==> config.mk <==
export PLATFORM = sky130hd
export DESIGN_NAME = nfc_command_frame_encoder
export DESIGN_NICKNAME = d
export VERILOG_FILES = /design/src/hw/rtl/nfce_pkg.sv /design/src/hw/rtl/nfce_front.sv /design/src/hw/rtl/nfce_queue.sv /design/src/hw/rtl/nfce_back.sv /design/src/hw/rtl/nfc_command_frame_encoder.sv
export SDC_FILE = /design/constraint.sdc
export NUM_CORES = 1
export LEC_CHECK = 0
export ABC_AREA = 1
export BUFFER_PORTS_ARGS = -buffer_cell sky130_fd_sc_hd__buf_2
export CAP_MARGIN = 40
export CORE_AREA = 3 3 140 209
export CTS_CLUSTER_SIZE = 16
export DETAILED_ROUTE_END_ITERATION = 8
export DIE_AREA = 0 0 143 212
export HOLD_SLACK_MARGIN = 0.15
export PLACE_DENSITY = 0.6
export SLEW_MARGIN = 20
export SYNTH_ARGS = -nofsm -noshare
export SYNTH_HDL_FRONTEND = slang
export SYNTH_SLANG_ARGS = --single-unit
==> constraint.sdc <==
create_clock -name clk -period 3.8 [get_ports clk]
set_clock_uncertainty 0.05 [all_clocks]
set_input_delay 0.19 -clock clk [delete_from_list [all_inputs] [get_ports clk]]
set_output_delay 0.19 -clock clk [all_outputs]
set_load 0.01 [all_outputs]
==> src/hw/rtl/nfce_pkg.sv <==
// ----------------------------------------------------------------------------
// nfce_pkg
// Shared types and constants of the command frame encoder.
// ----------------------------------------------------------------------------
package nfce_pkg;

	localparam logic [7:0] PREAMBLE_BYTE   = 8'h00;
	localparam logic [7:0] START_CODE_BYTE = 8'hFF;
	localparam logic [7:0] POSTAMBLE_BYTE  = 8'h00;
	localparam logic [7:0] IDENT_RESET     = 8'hD4;
	localparam logic [7:0] COUNT_MIN       = 8'd1;
	localparam logic [7:0] COUNT_MAX       = 8'd254;
	localparam logic [7:0] COUNT_OVER      = 8'd255;

	// Default depth of the job queue between the front and the back.
	localparam int QUEUE_DEPTH = 4;

	// One classified command byte with everything the back needs to frame it.
	typedef struct packed {
		logic       first;
		logic       last;
		logic [7:0] data;
		logic [7:0] len;
		logic [7:0] lcs;
		logic [7:0] ident;
		logic [7:0] dcs;
	} job_t;

endpackage

==> src/hw/rtl/nfce_front.sv <==
// ----------------------------------------------------------------------------
// nfce_front
// Accepts command bytes, tracks the frame position and the running checksum,
// and hands one classified request per byte to the job queue.
// ----------------------------------------------------------------------------
module nfce_front import nfce_pkg::*; (
	input  logic       clk,
	input  logic       arst_n,
	input  logic       push,
	input  logic       queue_full,
	input  logic [7:0] data_byte,
	input  logic [7:0] byte_count,
	input  logic       cfg_valid,
	output logic       cfg_ready,
	input  logic [7:0] cfg_data,
	output logic       job_wr,
	output job_t       job
);

	logic       inside_frame_q;
	logic [7:0] bytes_left_q;
	logic [7:0] running_sum_q;
	logic [7:0] frame_identifier_q;

	logic [7:0] count;
	logic [7:0] len;
	logic [7:0] left_now;
	logic [7:0] left_next;
	logic [7:0] sum_base;
	logic [7:0] sum_next;
	logic       is_last;

	assign cfg_ready = 1'b1;
	assign job_wr    = push && !queue_full;

	always_comb begin
		count = byte_count;
		if (byte_count == 8'd0) begin
			count = COUNT_MIN;
		end else if (byte_count == COUNT_OVER) begin
			count = COUNT_MAX;
		end
	end

	assign len       = count + 8'd1;
	assign left_now  = inside_frame_q ? bytes_left_q : count;
	assign left_next = left_now - 8'd1;
	assign is_last   = (left_next == 8'd0);

	// The checksum of a new frame starts from the identifier current at its opening.
	assign sum_base  = inside_frame_q ? running_sum_q : frame_identifier_q;
	assign sum_next  = sum_base + data_byte;

	always_comb begin
		job.first = !inside_frame_q;
		job.last  = is_last;
		job.data  = data_byte;
		job.len   = len;
		job.lcs   = 8'd0 - len;
		job.ident = frame_identifier_q;
		job.dcs   = 8'd0 - sum_next;
	end

	always_ff @(posedge clk or negedge arst_n) begin
		if (!arst_n) begin
			inside_frame_q     <= 1'b0;
			bytes_left_q       <= 8'd0;
			running_sum_q      <= 8'd0;
			frame_identifier_q <= IDENT_RESET;
		end else begin
			if (cfg_valid && cfg_ready) begin
				frame_identifier_q <= cfg_data;
			end
			if (job_wr) begin
				inside_frame_q <= !is_last;
				bytes_left_q   <= left_next;
				running_sum_q  <= sum_next;
			end
		end
	end

endmodule

==> src/hw/rtl/nfce_queue.sv <==
// ----------------------------------------------------------------------------
// nfce_queue
// Small first-in first-out queue of classified requests between the front
// and the back.
// ----------------------------------------------------------------------------
module nfce_queue import nfce_pkg::*; #(
	parameter int Depth = QUEUE_DEPTH
) (
	input  logic clk,
	input  logic arst_n,
	input  logic wr,
	input  job_t wr_job,
	input  logic rd,
	output job_t rd_job,
	output logic full,
	output logic empty
);

	localparam int PtrW = (Depth > 1) ? $clog2(Depth) : 1;
	localparam int CntW = $clog2(Depth + 1);

	job_t            mem_q [Depth];
	logic [PtrW-1:0] wr_ptr_q;
	logic [PtrW-1:0] rd_ptr_q;
	logic [CntW-1:0] count_q;

	logic do_wr;
	logic do_rd;

	assign full   = (count_q == CntW'(Depth));
	assign empty  = (count_q == '0);
	assign do_wr  = wr && !full;
	assign do_rd  = rd && !empty;
	assign rd_job = mem_q[rd_ptr_q];

	always_ff @(posedge clk) begin
		if (do_wr) begin
			mem_q[wr_ptr_q] <= wr_job;
		end
	end

	always_ff @(posedge clk or negedge arst_n) begin
		if (!arst_n) begin
			wr_ptr_q <= '0;
			rd_ptr_q <= '0;
			count_q  <= '0;
		end else begin
			if (do_wr) begin
				wr_ptr_q <= (wr_ptr_q == PtrW'(Depth - 1)) ? '0 : wr_ptr_q + 1'b1;
			end
			if (do_rd) begin
				rd_ptr_q <= (rd_ptr_q == PtrW'(Depth - 1)) ? '0 : rd_ptr_q + 1'b1;
			end
			if (do_wr && !do_rd) begin
				count_q <= count_q + 1'b1;
			end else if (do_rd && !do_wr) begin
				count_q <= count_q - 1'b1;
			end
		end
	end

endmodule

==> src/hw/rtl/nfce_back.sv <==
// ----------------------------------------------------------------------------
// nfce_back
// Expands each queued request into its output bytes, one per cycle while not
// stalled, and holds the oldest byte in an output register until it is popped.
// ----------------------------------------------------------------------------
module nfce_back import nfce_pkg::*; (
	input  logic       clk,
	input  logic       arst_n,
	input  job_t       head,
	input  logic       queue_empty,
	output logic       job_rd,
	input  logic       pop,
	output logic       empty,
	output logic [7:0] out_byte,
	output logic       end_of_frame
);

	localparam logic [3:0] PH_PRE0  = 4'd0;
	localparam logic [3:0] PH_PRE1  = 4'd1;
	localparam logic [3:0] PH_START = 4'd2;
	localparam logic [3:0] PH_LEN   = 4'd3;
	localparam logic [3:0] PH_LCS   = 4'd4;
	localparam logic [3:0] PH_IDENT = 4'd5;
	localparam logic [3:0] PH_DATA  = 4'd6;
	localparam logic [3:0] PH_DCS   = 4'd7;
	localparam logic [3:0] PH_POST  = 4'd8;

	logic [3:0] phase_q;
	logic       busy_q;
	logic       out_valid_q;
	logic [7:0] out_byte_q;
	logic       eof_q;

	logic [3:0] phase;
	logic       advance;
	logic       emit;
	logic       done;
	logic [7:0] next_byte;
	logic       next_eof;

	// A request not yet started begins at the header or straight at its data byte.
	assign phase   = busy_q ? phase_q : (head.first ? PH_PRE0 : PH_DATA);
	assign advance = !out_valid_q || pop;
	assign emit    = advance && !queue_empty;
	assign done    = (phase == PH_POST) || ((phase == PH_DATA) && !head.last);
	assign job_rd  = emit && done;

	always_comb begin
		next_eof = 1'b0;
		case (phase)
			PH_PRE0:  next_byte = PREAMBLE_BYTE;
			PH_PRE1:  next_byte = PREAMBLE_BYTE;
			PH_START: next_byte = START_CODE_BYTE;
			PH_LEN:   next_byte = head.len;
			PH_LCS:   next_byte = head.lcs;
			PH_IDENT: next_byte = head.ident;
			PH_DATA:  next_byte = head.data;
			PH_DCS:   next_byte = head.dcs;
			PH_POST: begin
				next_byte = POSTAMBLE_BYTE;
				next_eof  = 1'b1;
			end
			default:  next_byte = POSTAMBLE_BYTE;
		endcase
	end

	assign empty        = !out_valid_q;
	assign out_byte     = out_byte_q;
	assign end_of_frame = eof_q;

	always_ff @(posedge clk) begin
		if (emit) begin
			out_byte_q <= next_byte;
			eof_q      <= next_eof;
		end
	end

	always_ff @(posedge clk or negedge arst_n) begin
		if (!arst_n) begin
			phase_q     <= PH_PRE0;
			busy_q      <= 1'b0;
			out_valid_q <= 1'b0;
		end else begin
			if (advance) begin
				out_valid_q <= !queue_empty;
			end
			if (emit) begin
				if (done) begin
					busy_q <= 1'b0;
				end else begin
					busy_q  <= 1'b1;
					phase_q <= phase + 4'd1;
				end
			end
		end
	end

endmodule

==> src/hw/rtl/nfc_command_frame_encoder.sv <==
// ----------------------------------------------------------------------------
// nfc_command_frame_encoder
// Requests are registered in the job queue, results in the output register.
// One output byte per cycle while a request is queued and the output register
// is empty or popped. A middle command byte gives one output byte, the opening
// byte seven, the closing byte three, one that both opens and closes nine.
// Reset (arst_n, asynchronous): queues empty, no frame open, identifier 0xD4.
// ----------------------------------------------------------------------------
module nfc_command_frame_encoder import nfce_pkg::*; #(
	parameter int QueueDepth = QUEUE_DEPTH
) (
	input  logic       clk,
	input  logic       arst_n,
	input  logic       push,
	output logic       full,
	input  logic [7:0] data_byte,
	input  logic [7:0] byte_count,
	output logic       empty,
	input  logic       pop,
	output logic [7:0] out_byte,
	output logic       end_of_frame,
	input  logic       cfg_valid,
	output logic       cfg_ready,
	input  logic [7:0] cfg_data
);

	logic job_wr;
	job_t wr_job;
	logic job_rd;
	job_t head;
	logic queue_full;
	logic queue_empty;

	assign full = queue_full;

	nfce_front u_front (
		.clk        (clk),
		.arst_n     (arst_n),
		.push       (push),
		.queue_full (queue_full),
		.data_byte  (data_byte),
		.byte_count (byte_count),
		.cfg_valid  (cfg_valid),
		.cfg_ready  (cfg_ready),
		.cfg_data   (cfg_data),
		.job_wr     (job_wr),
		.job        (wr_job)
	);

	nfce_queue #(
		.Depth (QueueDepth)
	) u_queue (
		.clk    (clk),
		.arst_n (arst_n),
		.wr     (job_wr),
		.wr_job (wr_job),
		.rd     (job_rd),
		.rd_job (head),
		.full   (queue_full),
		.empty  (queue_empty)
	);

	nfce_back u_back (
		.clk          (clk),
		.arst_n       (arst_n),
		.head         (head),
		.queue_empty  (queue_empty),
		.job_rd       (job_rd),
		.pop          (pop),
		.empty        (empty),
		.out_byte     (out_byte),
		.end_of_frame (end_of_frame)
	);

endmodule

-- Yosys cells after proc, flatten, opt, wreduce, memory -nomap -nowiden
Memories as Yosys holds them, arrays and structs flattened.
Cells that the tools add are included.
- register bits after elaboration: 47
- RAM bits: 168
- memories: 1
- memories (memory ; words ; bits a word ; rd ports ; clocked after memory_dff ; write ports ; line ; text):
    u_queue.mem_q ; 4 ; 42 ; 1 ; 0 ; 1 ; nfce_queue.sv:22 ; job_t mem_q [Depth];
- $add $sub $neg: 10
- equality and inequality tests: 11
- mux-type cells: 15
- bitwise operators: 1
- reduce and logical (&&, ||, !) cells: 23
- operators with widths (operator ; number):
    8-bit case mux with 6 select lines ; 1
    8-bit 2-to-1 mux ; 4
    4-bit by 3-bit == test with 1-bit output (second input constant) ; 4
    8-bit zero test ; 2
    1-bit by 8-bit subtractor with 8-bit output (first input constant) ; 2
    3-bit 2-to-1 mux ; 3
    8-bit by 1-bit adder with 8-bit output (second input constant) ; 1
    8-bit adder ; 1
    4-bit by 2-bit == test with 1-bit output (second input constant) ; 2
    8-bit == test (second input constant) ; 1
    1-bit logical AND ; 8
    1-bit zero test ; 8
    8-bit by 1-bit subtractor with 8-bit output (second input constant) ; 1
    2-bit by 1-bit adder with 2-bit output (second input constant) ; 2
    4-bit by 1-bit adder with 4-bit output (second input constant) ; 1
    2-bit == test (second input constant) ; 2
    4-bit == test (second input constant) ; 1
    1-bit 2-to-1 mux ; 4
    2-bit 2-to-1 mux ; 2
    4-bit 2-to-1 mux ; 1
    3-bit by 1-bit adder with 3-bit output (second input constant) ; 1
    3-bit == test (second input constant) ; 1
    3-bit zero test ; 1
    3-bit by 1-bit subtractor with 3-bit output (second input constant) ; 1
    other kinds (4) ; 5

-- Logic depth before layout (Yosys ltp)
Gate-level depths: netlist of the first run.
An unclocked memory read counts as a cell.
- depth after elaboration: 11
- gate-level depth with buffers: 19
- mapped depth without buffers: 19

-- Modules after synthesis
From an unflattened synthesis of the first run, not the netlist that was laid out.
- cell total of the unflattened synthesis: 1030
- area, all modules: 10575.1 um^2
- modules (own cells, without submodules) (module ; times used ; cells each ; area an instance (um^2)):
    nfce_queue ; 1 ; 551 ; 7249.5
    nfce_front ; 1 ; 318 ; 2195.9
    nfce_back ; 1 ; 161 ; 1129.8

-- Least setup slack after synthesis of the first run
OpenSTA, ideal clock, no wires.
- path kind: register to register
- start: register u_queue.count_q[2]
- end: memory u_queue.mem_q[0][0] (netlist bit), enable pin
- library setup time: 440 ps
- data arrival time: 2896 ps
- data required time: 3310 ps
- path slack: 414 ps
- cell stages (with the launch flop): 7
- buffers on the path: 1
- period minus slack after synthesis: 3386 ps
- path through: dfrtp_1 > inv_1 > nor3_1 > nor2_2 > clkinv_1 > clkbuf_1 > nor2_1
- cells in the longest elaborated chain, start to end: 6
- RTL lines (element ; line ; text):
    from (decl) ; nfce_queue.sv:25 ; logic [CntW-1:0] count_q;
    from (signal assigned) ; nfce_queue.sv:55 ; count_q <= count_q + 1'b1;
    from (signal assigned) ; nfce_queue.sv:57 ; count_q <= count_q - 1'b1;
    3-bit == test * ; nfce_queue.sv:30 ; assign full = (count_q == CntW'(Depth));
    net full ; nfc_command_frame_encoder.sv:15 ; output logic full,
    1-bit zero test * ; nfce_front.sv:34, nfce_queue.sv:32 ;
    1-bit logical AND ; nfce_front.sv:34 ; assign job_wr = push && !queue_full;
    1-bit logical AND * ; nfce_queue.sv:32 ; assign do_wr = wr && !full;
    1-bit 2-to-1 mux * ; nfce_queue.sv:37 ; if (do_wr) begin
    1-bit 2-to-1 mux (not written as such) * ; nfce_queue.sv:38 ; mem_q[wr_ptr_q] <= wr_job;
    to (decl) ; nfce_queue.sv:22 ;
Mark *: on every way through the listed nets, which the timed path passes. The rest lies on a longest branch.

-- Worst setup path in the final report of the first run
- start: register u_queue.rd_ptr_q[0]
- end: register u_queue.count_q[1]
- cells in the longest elaborated chain, start to end: 11
- elaborated cells between the ends (all ways): 15
- RTL lines (element ; line ; text):
    from (decl) ; nfce_queue.sv:24 ; logic [PtrW-1:0] rd_ptr_q;
    from (signal assigned) ; nfce_queue.sv:52 ; rd_ptr_q <= (rd_ptr_q == PtrW'(Depth - 1)) ? '0 : rd_ptr_q + 1'b1;
    memory read 4 x 42 bit * ; -- ;
    3-bit 2-to-1 mux ; nfce_back.sv:42 ; assign phase = busy_q ? phase_q : (head.first ? PH_PRE0 : PH_DATA);
    4-bit 2-to-1 mux ; nfce_back.sv:42 ;
    4-bit by 3-bit == test with 1-bit output ; nfce_back.sv:45 ; assign done = (phase == PH_POST) || ((phase == PH_DATA) && !head.last);
    1-bit logical AND ; nfce_back.sv:45 ;
    1-bit logical OR * ; nfce_back.sv:45 ;
    1-bit logical AND * ; nfce_back.sv:46 ; assign job_rd = emit && done;
    1-bit logical AND * ; nfce_queue.sv:33 ; assign do_rd = rd && !empty;
    1-bit zero test ; nfce_queue.sv:54 ; if (do_wr && !do_rd) begin
    1-bit logical AND ; nfce_queue.sv:54 ;
    3-bit 2-to-1 mux / 2-bit nonzero test (equally long branches) ; -- ;
Every way passes the cells marked *; elsewhere a longest branch is shown, timed or not.
A chain may end at the register's enable or synchronous reset.

==> results of run 1 <==
placed cells by master (no fill, tap or decap), drive strengths merged, types with 2 or more instances in the layout:
cell,netlist,routed
nor2,122,122
mux2,2,2
a31oi,6,6
nand2,171,171
or2,6,6
nand3b,3,3
o22ai,26,26
dfstp,4,4
inv,73,73
clkbuf,18,25
bufinv,0,3
xnor2,8,8
fa,2,2
nand4,6,6
a22o,3,3
buf,16,56
nand3,27,27
dfrtp,34,34
o21ai,122,122
clkinv,2,7
ha,22,22
o21a,2,2
nor3,3,3
nor3b,2,2
edfxtp,173,173
a32o,5,5
a21oi,16,16
dlygate4sd3,0,39
xor2,9,9
cell type report:
cell class,count,area share (%)
Sequential cell,211,54.4
Multi-Input combinational cell,569,26.7
Timing Repair Buffer,95,6.86
Clock buffer,25,4.78
Tap cell,342,3.78
Inverter,75,2.49
Clock inverter,8,0.974
registers in the layout, indices dropped and copies added, names as in the netlist, 2 cells and up:
name / count
u_back.out_byte: 8
u_back.phase_q: 4
u_front.bytes_left_q: 8
u_front.frame_identifier_q: 8
u_front.running_sum_q: 8
u_queue.count_q: 3
u_queue.mem_q: 164
u_queue.rd_ptr_q: 2
u_queue.wr_ptr_q: 2
cell families after synthesis:
| kind of cell | after synthesis | synth area share [%] |
|---|---|---|
| simple gates | 341 | 15.2 |
| other cells | 1 | 0.0391 |
| xor+xnor | 17 | 1.63 |
| flops | 211 | 64.2 |
| buf+inv | 109 | 4.62 |
| mux | 2 | 0.235 |
| compound gates | 184 | 10.8 |
| fa+ha+maj | 24 | 3.29 |
worst max-delay path, stage by stage, from the launching register on:
cell and delay (ns):
dfrtp_2 0.44, nor2_1 0.11, nor2_1 0.04, o21ai_1 0.09
nand2_2 0.09, nand2_4 0.10, o21ai_0 0.15, inv_1 0.11
ha_1 0.20, inv_1 0.05, nor2_1 0.23, nand3_1 0.15
nand2_1 0.13, nand2_2 0.09, ha_1 0.19, inv_1 0.09
fa_1 0.41, mux2_2 0.26
repair_timing:
| action | CTS | global route |
|---|---|---|
| gates resized for setup | 0 | 0 |
| hold buffers | 39 | 0 |
| hold endpoints to repair | 104 | 0 |
power by group:
group | total [mW] | internal, mW | switching (mW)
logic | 3.59 | 1.18 | 2.40
registers | 3.59 | 3.38 | 0.209
clock network | 2.00 | 1.20 | 0.795
path summary, 6_finish.rpt:
path / to / slack, ns
worst max-delay path: u_queue.count_q[1] / 0.68
worst min-delay path: u_front.bytes_left_q[4] / 0.18
worst max register to register: u_queue.count_q[1] / 0.68
worst min register to register: u_front.running_sum_q[1] / 0.44
max in group asynchronous: u_front.running_sum_q[6] / 2.66
min in group asynchronous: u_front.frame_identifier_q[2] / 0.27
routing by layer:
layer	track usage (%)	wire [um]
met5	0	0
met4	4.66	582
met3	1.49	748
met2	27.1	11800
met1	17.9	9090
synthesized netlist by cell type, drive strengths merged:
library cell / instances / share of area (%)
mux2: 2 / 0.23
nor2: 122 / 5.1
xor2: 9 / 0.82
a31oi: 6 / 0.39
nand3b: 3 / 0.23
clkbuf: 18 / 0.70
dfstp: 4 / 1.1
o21ai: 122 / 6.6
dfrtp: 34 / 8.9
a21o: 1 / 0.078
buf: 16 / 0.98
or2: 6 / 0.42
xnor2: 8 / 0.81
nand3: 27 / 1.5
nand2: 171 / 7.1
conb: 1 / 0.039
a21boi: 1 / 0.078
edfxtp: 173 / 54
fa: 2 / 0.42
nor3b: 2 / 0.16
inv: 73 / 2.9
a21oi: 16 / 0.84
ha: 22 / 2.9
nor3: 3 / 0.21
a32o: 5 / 0.52
o21a: 2 / 0.16
a32oi: 1 / 0.091
clkinv: 2 / 0.078
nand4: 6 / 0.39
and2: 1 / 0.065
a22oi: 1 / 0.078
a22o: 3 / 0.27
o22ai: 26 / 1.7
metrics by stage:
step | hold WS (ns) | cells | setup WS [ns] | utilization, % | cell area [um2]
6_report | 0.183 | 1325 | 0.685 | 41.1 | 11300
2_1_floorplan | -0.156 | 889 | 0.414 | - | 9590
3_5_place_dp | 0.0386 | 1252 | 0.670 | 37.3 | 10200
5_1_grt | 0.214 | 1325 | 0.385 | 41.1 | 11300
3_3_place_gp | 0.331 | 1251 | 0.767 | 37.2 | 10200
4_1_cts | 0.164 | 1324 | 0.661 | 41.1 | 11300
==> results.cfg, run 1 <==
[outcome]
run_status = completed

[setup_path]
path_class = flip-flop to flip-flop
end_kind = flip-flop
r2r-start = u_queue.rd_ptr_q[0]
cp-start-kind = flip-flop
cp_max_fo = 6
crit_start = u_queue.rd_ptr_q[0]
worstPathArrival_ns = 3.44
cp.required_ns = 4.13
worstRegToRegCells = 17

[synthesis]
syn_area_mm2 = 0.00959
synth_cell_type_count = 48
syn_inst = 889
syn_avg_cell_area_um2 = 10.8
ys_ff_latch = 211
yosysSeqAreaShare_pct = 64.2
syn_nets = 942
yosysWarnings = 0

[cts]
clk_pin_slew_ns = 0.06
cts_sinks = 211
cts_tree = built
cts_buffer_depth = 3
cts_made_buffers = 20
clkLatencyLatePin_ns = 0.49
post-cts-setup-buffers = 0
htree_levels = 1
ctsRootBufferMaster = clkbuf_16

[timing]
worst_pin_slew_ns = 0.605
fmax_mhz = 321
min_period_over_period_pct = 82.0
post-route-min-period_ns = 3.12
final-setup-viol-count = 0
finalMaxSlewViolations = 0
final-hold-violation-count = 0
fin_setup_tns_ns = 0
relSlewSlack_pct = 59.7
grt_setup_unrepaired = false

[grt]
grt_pass1_vias = 6411
antenna_found_initial = 0
track_usage_pct = 14.7
grt_overflow = 0
grt_max_degree = 82
grt_pass1_wl_mm = 34.9

[placement]
gp_congestion = 0.844
io_buffers = 39
post-dp-hpwl_mm = 14.7

[final_layout]
layout-area-overhead-vs-synth_pct = 18.0
multi_input_area_mm2 = 0.00302
seqCellArea_mm2 = 0.00615
nFillCells = 2535
n_antenna_cell = 0
drive_above_1_share_pct = 13.2
finalNetCount = 1025

[routing]
wl_per_cell_um = 16.8
postRouteAntennaNets = 0
drt_iter0_drc = 429
drc = 0
vias = 6510
wirelength_mm = 22.2
drt_first_pass_iters = 5
viasPerCell = 4.91

[run]
max_cap_viol_count = 0

[worst_hold_path]
hp-class = primary input to flip-flop
hold_path.startpoint = byte_count[4]
holdPathStages = 5

[floorplanning]
die_area_mm2 = 0.0303
initial_core_util_pct = 34.9
rows = 74
ios = 41
core_mm2 = 0.0275
die_h_um = 212
chipWidth_um = 143

[pwr]
power.leakage_nw = 4.42
power.density_mw_per_mm2 = 811
ir_drop_v = 0.000307
power.total_mw = 9.17
Power figures use the tool's default switching activity.
==> run 2, diff against run 1 <==
==> constraint.sdc (replaced) <==
create_clock -name clk -period 3.2 [get_ports clk]
set_clock_uncertainty 0.05 [all_clocks]
set_input_delay 0.16 -clock clk [delete_from_list [all_inputs] [get_ports clk]]
set_output_delay 0.16 -clock clk [all_outputs]
set_load 0.01 [all_outputs]
==> run 2 against run 1 <==
  * Combinational power is 21% higher
  * Setup slack worse by 0.45 ns
  * Final cell count is 0.45% higher
  * Maximum frequency is 5.1% higher
  * Non-clock buffer count is 5 higher
  * Total power is 18% higher
  * Worst hold slack worse by 0.015 ns
  * Global-route usage is 0.28 points higher
  * Critical path depth stayed put
  * Die area stayed put
  * Largest cell class unchanged
==> results.cfg, run 2 (synthesis gave the netlist of run 1 again) <==
[final_layout]
finalNetCount = 1029
n_antenna_cell = 0
layout-area-overhead-vs-synth_pct = 17.4
final_common_cell = edfxtp_1
largest_reg_flops = 164
drive_above_1_share_pct = 14.2
final_area_mm2 = 0.0113
most-common-layout-cells = edfxtp_1 (173), nand2_1 (163), nor2_1 (111)
regMostFlops = u_queue.mem_q
nFillCells = 2540

[setup_path]
worstPathArrival_ns = 3.29
end_kind = flip-flop
worst_path_max_delay_cell = dfrtp_2
cp_max_fo = 6
max_stage_delay_ns = 0.44
ff2ff_setup_slack_ns = 0.24
cp.required_ns = 3.53
rr_endpoint = u_queue.count_q[1]
crit_start = u_queue.rd_ptr_q[0]
path_class = flip-flop to flip-flop
worstRegToRegCells = 17
cp-start-kind = flip-flop
critPathCapture = u_queue.count_q[1]
r2r-start = u_queue.rd_ptr_q[0]
crit_path_cell_trace = nor2_1 -> nor2_1 -> o21ai_1 -> nand2_2 -> nand2_4 -> o21ai_1 -> inv_1 -> ha_2 -> inv_1 -> nor2_1 -> nand3_1 -> nand2_1 -> nand2_2 -> ha_1 -> inv_1 -> fa_1 -> mux2_2

[pwr]
power.leakage_nw = 4.41
swShare_pct = 38.3
power.share.clock_pct = 20.6
p_comb_share_pct = 40.1
p_seq_share_pct = 39.3
ir_drop_v = 0.000534
netSwitchingPower_mw = 4.15
power.density_mw_per_mm2 = 961
p_int_mw = 6.67

[routing]
drc = 0
viasPerCell = 4.93
postRouteAntennaNets = 0
drt_first_pass_iters = 4
vias = 6568
wl_per_cell_um = 16.9
wirelength_mm = 22.5
drt_iter0_drc = 475

[floorplanning]
ios = 41
rows = 74
die_area_mm2 = 0.0303
chipWidth_um = 143
initial_core_util_pct = 34.9
core_mm2 = 0.0275
die_h_um = 212

[cts]
clk_pin_slew_ns = 0.07
cts_sinks = 211
cts_tree = built
htree_levels = 1
clkLatencyLatePin_ns = 0.49
cts_buffer_depth = 3
cts_made_buffers = 19
ctsRootBufferMaster = clkbuf_16
post-cts-setup-buffers = 0

[grt]
grt_overflow = 0
track_usage_pct = 15.0
antenna_found_initial = 0
grt_pass1_wl_mm = 35.6
grt_max_degree = 81
grt_pass1_vias = 6573

[placement]
io_buffers = 39
gp_congestion = 0.868
dpl_cell_area_mm2 = 0.0102
post-dp-hpwl_mm = 14.8

[timing]
fin_setup_tns_ns = 0
relSlewSlack_pct = 46.3
final-setup-viol-count = 0
post-route-min-period_ns = 2.96
grt_setup_unrepaired = false
final-hold-violation-count = 0
worst_pin_slew_ns = 0.806
fmax_mhz = 337
min_period_over_period_pct = 92.6
finalMaxSlewViolations = 0

[outcome]
run_status = completed

[worst_hold_path]
holdPathStages = 3
hp-class = primary input to flip-flop

[run]
max_cap_viol_count = 0
==> run 2: changes by cell type in the layout (fill, tap and decap cells not counted), moves of 3 or more <==
cell and change:
clkinv_2 +3, clkinv_1 -3, buf_12 -4, buf_4 +8
==> run 2: timing repair <==
item | in CTS | in global routing
resized for setup | 0 | 2
endpoints found under the setup margin | 0 | 1
endpoints found under the hold margin | 106 | 0
hold buffers | 40 | 0
==> run 2: worst min path at each step <==
stage	startpoint	to	slack (ns)
after global routing	byte_count[6]	u_queue.mem_q[1][31]	0.18
after global placement	arst_n	u_front.frame_identifier_q[5]	0.31
after CTS	byte_count[0]	u_queue.mem_q[2][24]	0.17
final	byte_count[5]	u_queue.mem_q[1][29]	0.17
after detailed placement	arst_n	u_front.frame_identifier_q[5]	0.09
after floorplan	arst_n	u_back.busy_q	-0.19
==> run 2: final cells by class <==
cell class / count / area [um2] / area share [%]
clock buffer: 24 / 514 / 4.57
clock inverter: 10 / 91.3 / 0.811
inverter: 75 / 282 / 2.50
multi-input combinational: 569 / 3020 / 26.9
sequential: 211 / 6150 / 54.7
tap: 342 / 428 / 3.80
timing repair buffer: 100 / 766 / 6.80
==> run 2: critical path: cells and delay by family (launching register included) <==
kind | cells | cell delay [ns]
buffers and inverters | 3 | 0.23
muxes | 1 | 0.26
adders and majority gates | 3 | 0.79
and+or+nand+nor | 8 | 0.87
DFF | 1 | 0.44
AOI/OAI and AO/OA | 2 | 0.21
==> run 2: power groups by stage <==
stage / sequential, mW / clock, mW / combinational, mW
final: 4.25 / 2.23 / 4.34
after global routing: 4.32 / 2.39 / 4.89
after CTS: 4.25 / 2.27 / 4.40
after detailed placement: 4.31 / 0 / 4.33
after global placement: 4.29 / 0 / 4.26
after floorplan: 4.30 / 0 / 2.93
==> run 2: metal layers <==
metal | vias up | global-route usage [%] | wire (um)
met5 | - | 0 | 0
li1 | 3230 | - | -
met4 | 0 | 5.21 | 645
met3 | 32 | 1.67 | 683
met2 | 117 | 27.9 | 12100
met1 | 3189 | 17.7 | 9070
==> run 2: stage by stage <==
stage	setup slack [ns]	util (%)	std cells	power, mW	hold slack (ns)
floorplan	-0.186	-	889	7.23	-0.186
global placement	0.242	37.2	1256	8.55	0.310
detailed placement	0.152	37.3	1257	8.64	0.0891
CTS	0.140	40.9	1331	10.9	0.166
global route	0.0340	40.9	1331	11.6	0.184
finish	0.236	40.9	1331	10.8	0.168
==> run 3, diff against run 2 <==
--- a/config.mk
+++ b/config.mk
@@ -8,13 +8,14 @@
 export ABC_AREA = 1
 export BUFFER_PORTS_ARGS = -buffer_cell sky130_fd_sc_hd__buf_2
 export CAP_MARGIN = 40
-export CORE_AREA = 3 3 140 209
+export CORE_AREA = 3 3 146 219
 export CTS_CLUSTER_SIZE = 16
 export DETAILED_ROUTE_END_ITERATION = 8
-export DIE_AREA = 0 0 143 212
+export DIE_AREA = 0 0 149 222
 export HOLD_SLACK_MARGIN = 0.15
 export PLACE_DENSITY = 0.6
 export SLEW_MARGIN = 20
 export SYNTH_ARGS = -nofsm -noshare
 export SYNTH_HDL_FRONTEND = slang
+export SYNTH_HIERARCHICAL = 1
 export SYNTH_SLANG_ARGS = --single-unit
==> run 3 against run 2 <==
  * Sequential cell count grew 4
  * Global-route usage shrank 0.94 points
  * Utilization shrank 0.22 points
  * Via count grew 7.5%
  * Maximum frequency grew 0.32%
  * Final cell count grew 14%
  * Area after synthesis grew 10%
==> results.cfg, run 3 <==
[timing]
post-route-min-period_ns = 2.96
setup_ws_ns = 0.245
final-setup-viol-count = 0
holdWs_ns = 0.181
worst_pin_slew_ns = 0.730
min_period_over_period_pct = 92.3
finalMaxSlewViolations = 0
final-hold-violation-count = 0
grt_setup_unrepaired = false
relSlewSlack_pct = 51.3
fmax_mhz = 338
fin_setup_tns_ns = 0

[synthesis]
yosys.area.top_type = edfxtp_1
ys_async_sr_fraction_pct = 17.7
synthTopCellsByArea = edfxtp_1 (50%), nand2_1 (9.4%), dfrtp_1 (8.0%)
synth_most_common_cell = nand2_1
synth_common_cells = nand2_1 (266), edfxtp_1 (177), inv_1 (171)
syn_inst = 1030
ys_ff_latch = 215
syn_nets = 1083
syn_area_mm2 = 0.0106
synth_top_area_share_pct = 50.3
synth_cell_type_count = 44
syn_avg_cell_area_um2 = 10.3
synth-edff-count = 177
ys.flop_type = edfxtp_1
yosysWarnings = 6
yosysSeqAreaShare_pct = 59.3

[final_layout]
stdcell_count = 1518
regMostFlops = u_queue/mem_q
largest_reg_flops = 168
most-common-layout-cells = nand2_1 (266), edfxtp_1 (177), inv_1 (171)
n_antenna_cell = 0
finalNetCount = 1157
final_common_cell = nand2_1
postLayoutCoreUtil_pct = 40.7
final_area_mm2 = 0.0123
layout-area-overhead-vs-synth_pct = 16.5
drive_above_1_share_pct = 14.6
nFillCells = 2901

[grt]
grt_max_degree = 71
grt_overflow = 0
antenna_found_initial = 0
met2_usage_pct = 25.5
grt_use_met3_pct = 1.49
grtUsageMet1_pct = 16.9
grt_pass1_wl_mm = 36.9
grt.busiest_layer = met2
grt_pass1_vias = 6958
track_usage_pct = 14.0

[cts]
ctsRootBufferMaster = clkbuf_16
cts.repair.resized = 0
cts_made_buffers = 20
clk_pin_slew_ns = 0.06
htree_levels = 1
hold_buffers = 44
clkLatencyLatePin_ns = 0.50
post-cts-setup-buffers = 0
cts_tree = built
cts_sinks = 215
cts_buffer_depth = 3

[floorplanning]
die_h_um = 222
core_mm2 = 0.0303
die_area_mm2 = 0.0331
chipWidth_um = 149
ios = 41
rows = 78
initial_core_util_pct = 35.0

[pwr]
ir_drop_v = 0.000328
power.leakage_nw = 5.23
power.total_mw = 11.5
power.density_mw_per_mm2 = 932

[setup_path]
path_buf_inv = 2
r2r-start = u_queue/rd_ptr_q[0]
crit_top_cell = nand2_1
crit_path_cell_trace = o211ai_1 -> nand2_1 -> nand2_2 -> nand2_1 -> inv_1 -> ha_1 -> nand3_2 -> a21boi_1 -> nand2_1 -> ha_1 -> inv_1 -> fa_1 -> nand2_1 -> o21ai_0
path_class = flip-flop to flip-flop
max_stage_delay_ns = 0.51
worst_path_dominant_cell_family = adder cells
end_kind = flip-flop
worstPathArrival_ns = 3.27
ff2ff_setup_slack_ns = 0.24
rr_endpoint = u_queue/count_q[1]
worstRegToRegCells = 14
cp.required_ns = 3.51
cp_max_fo = 8
cp-start-kind = flip-flop
worst_path_max_delay_cell = dfrtp_4

[placement]
dpl_cell_area_mm2 = 0.0111
place_inst = 1438
io_buffers = 39
gp_congestion = 0.829
pre_cts_ws_ns = 0.268
post-dp-hpwl_mm = 15.6

[routing]
vias = 7060
postRouteAntennaNets = 0
drc = 0
viasPerCell = 4.65
wirelength_mm = 23.2
drt_first_pass_iters = 5
wl_per_cell_um = 15.3
drt_iter0_drc = 484

[worst_hold_path]
hold_path.startpoint = byte_count[6]
hp-class = primary input to flip-flop
hold_end = u_front/bytes_left_q[6]
holdPathStages = 6

[outcome]
run_status = completed

[run]
max_cap_viol_count = 0
-- run 3: kinds of logic after synthesis --
family | Yosys count | synth area share [%]
flip-flops | 215 | 59.3
XOR/XNOR | 16 | 1.57
adder cells (fa/ha/maj) | 24 | 2.98
AND/OR/NAND/NOR | 410 | 16.7
AO/OA/AOI/OAI | 134 | 9.58
multiplexers | 1 | 0.106
buffers and inverters | 229 | 9.68
other | 1 | 0.0355
-- run 3: layout make-up --
type | instances | area, um2 | share of cell area [%]
timing repair buffer | 102 | 828 | 6.72
tap | 400 | 500 | 4.06
inverter | 179 | 672 | 5.45
sequential | 215 | 6270 | 50.9
multi-input combinational | 586 | 3310 | 26.9
clock inverter | 10 | 158 | 1.28
clock buffer | 26 | 574 | 4.66
-- run 3: worst max path at each step --
stage | start | endpoint | slack (ns) | cells after the start
floorplan | u_queue/count_q[0] | u_queue/mem_q[0][0] | -0.52 | 7
global placement | u_queue/rd_ptr_q[0] | u_queue/count_q[1] | 0.38 | 14
detailed placement | u_queue/rd_ptr_q[0] | u_queue/count_q[1] | 0.27 | 14
CTS | u_queue/rd_ptr_q[0] | u_queue/count_q[1] | 0.27 | 14
global route | u_queue/rd_ptr_q[0] | u_queue/count_q[1] | 0.02 | 14
finish | u_queue/rd_ptr_q[0] | u_queue/count_q[1] | 0.24 | 14
-- run 3: worst reg2reg max path, delay by kind of cell (launching register included) --
family | cells | cell delay (ns)
AOI/OAI and AO/OA | 3 | 0.57
DFF | 1 | 0.51
adders and majority gates | 3 | 0.84
and+or+nand+nor | 6 | 0.66
buffers and inverters | 2 | 0.20
-- run 3: report_power, final --
part           switching, mW  internal, mW  leakage [nW]
logic                   3.05          1.49          2.80
clock network           1.01          1.60         0.353
registers              0.266          4.06          2.08
total                   4.33          7.15          5.23
-- run 3: layer usage --
layer  routed length (um)  vias up
met5                    0        -
met1                 9770     3415
met3                  533       30
li1                     -     3527
met2                12200       88
met4                  687        0
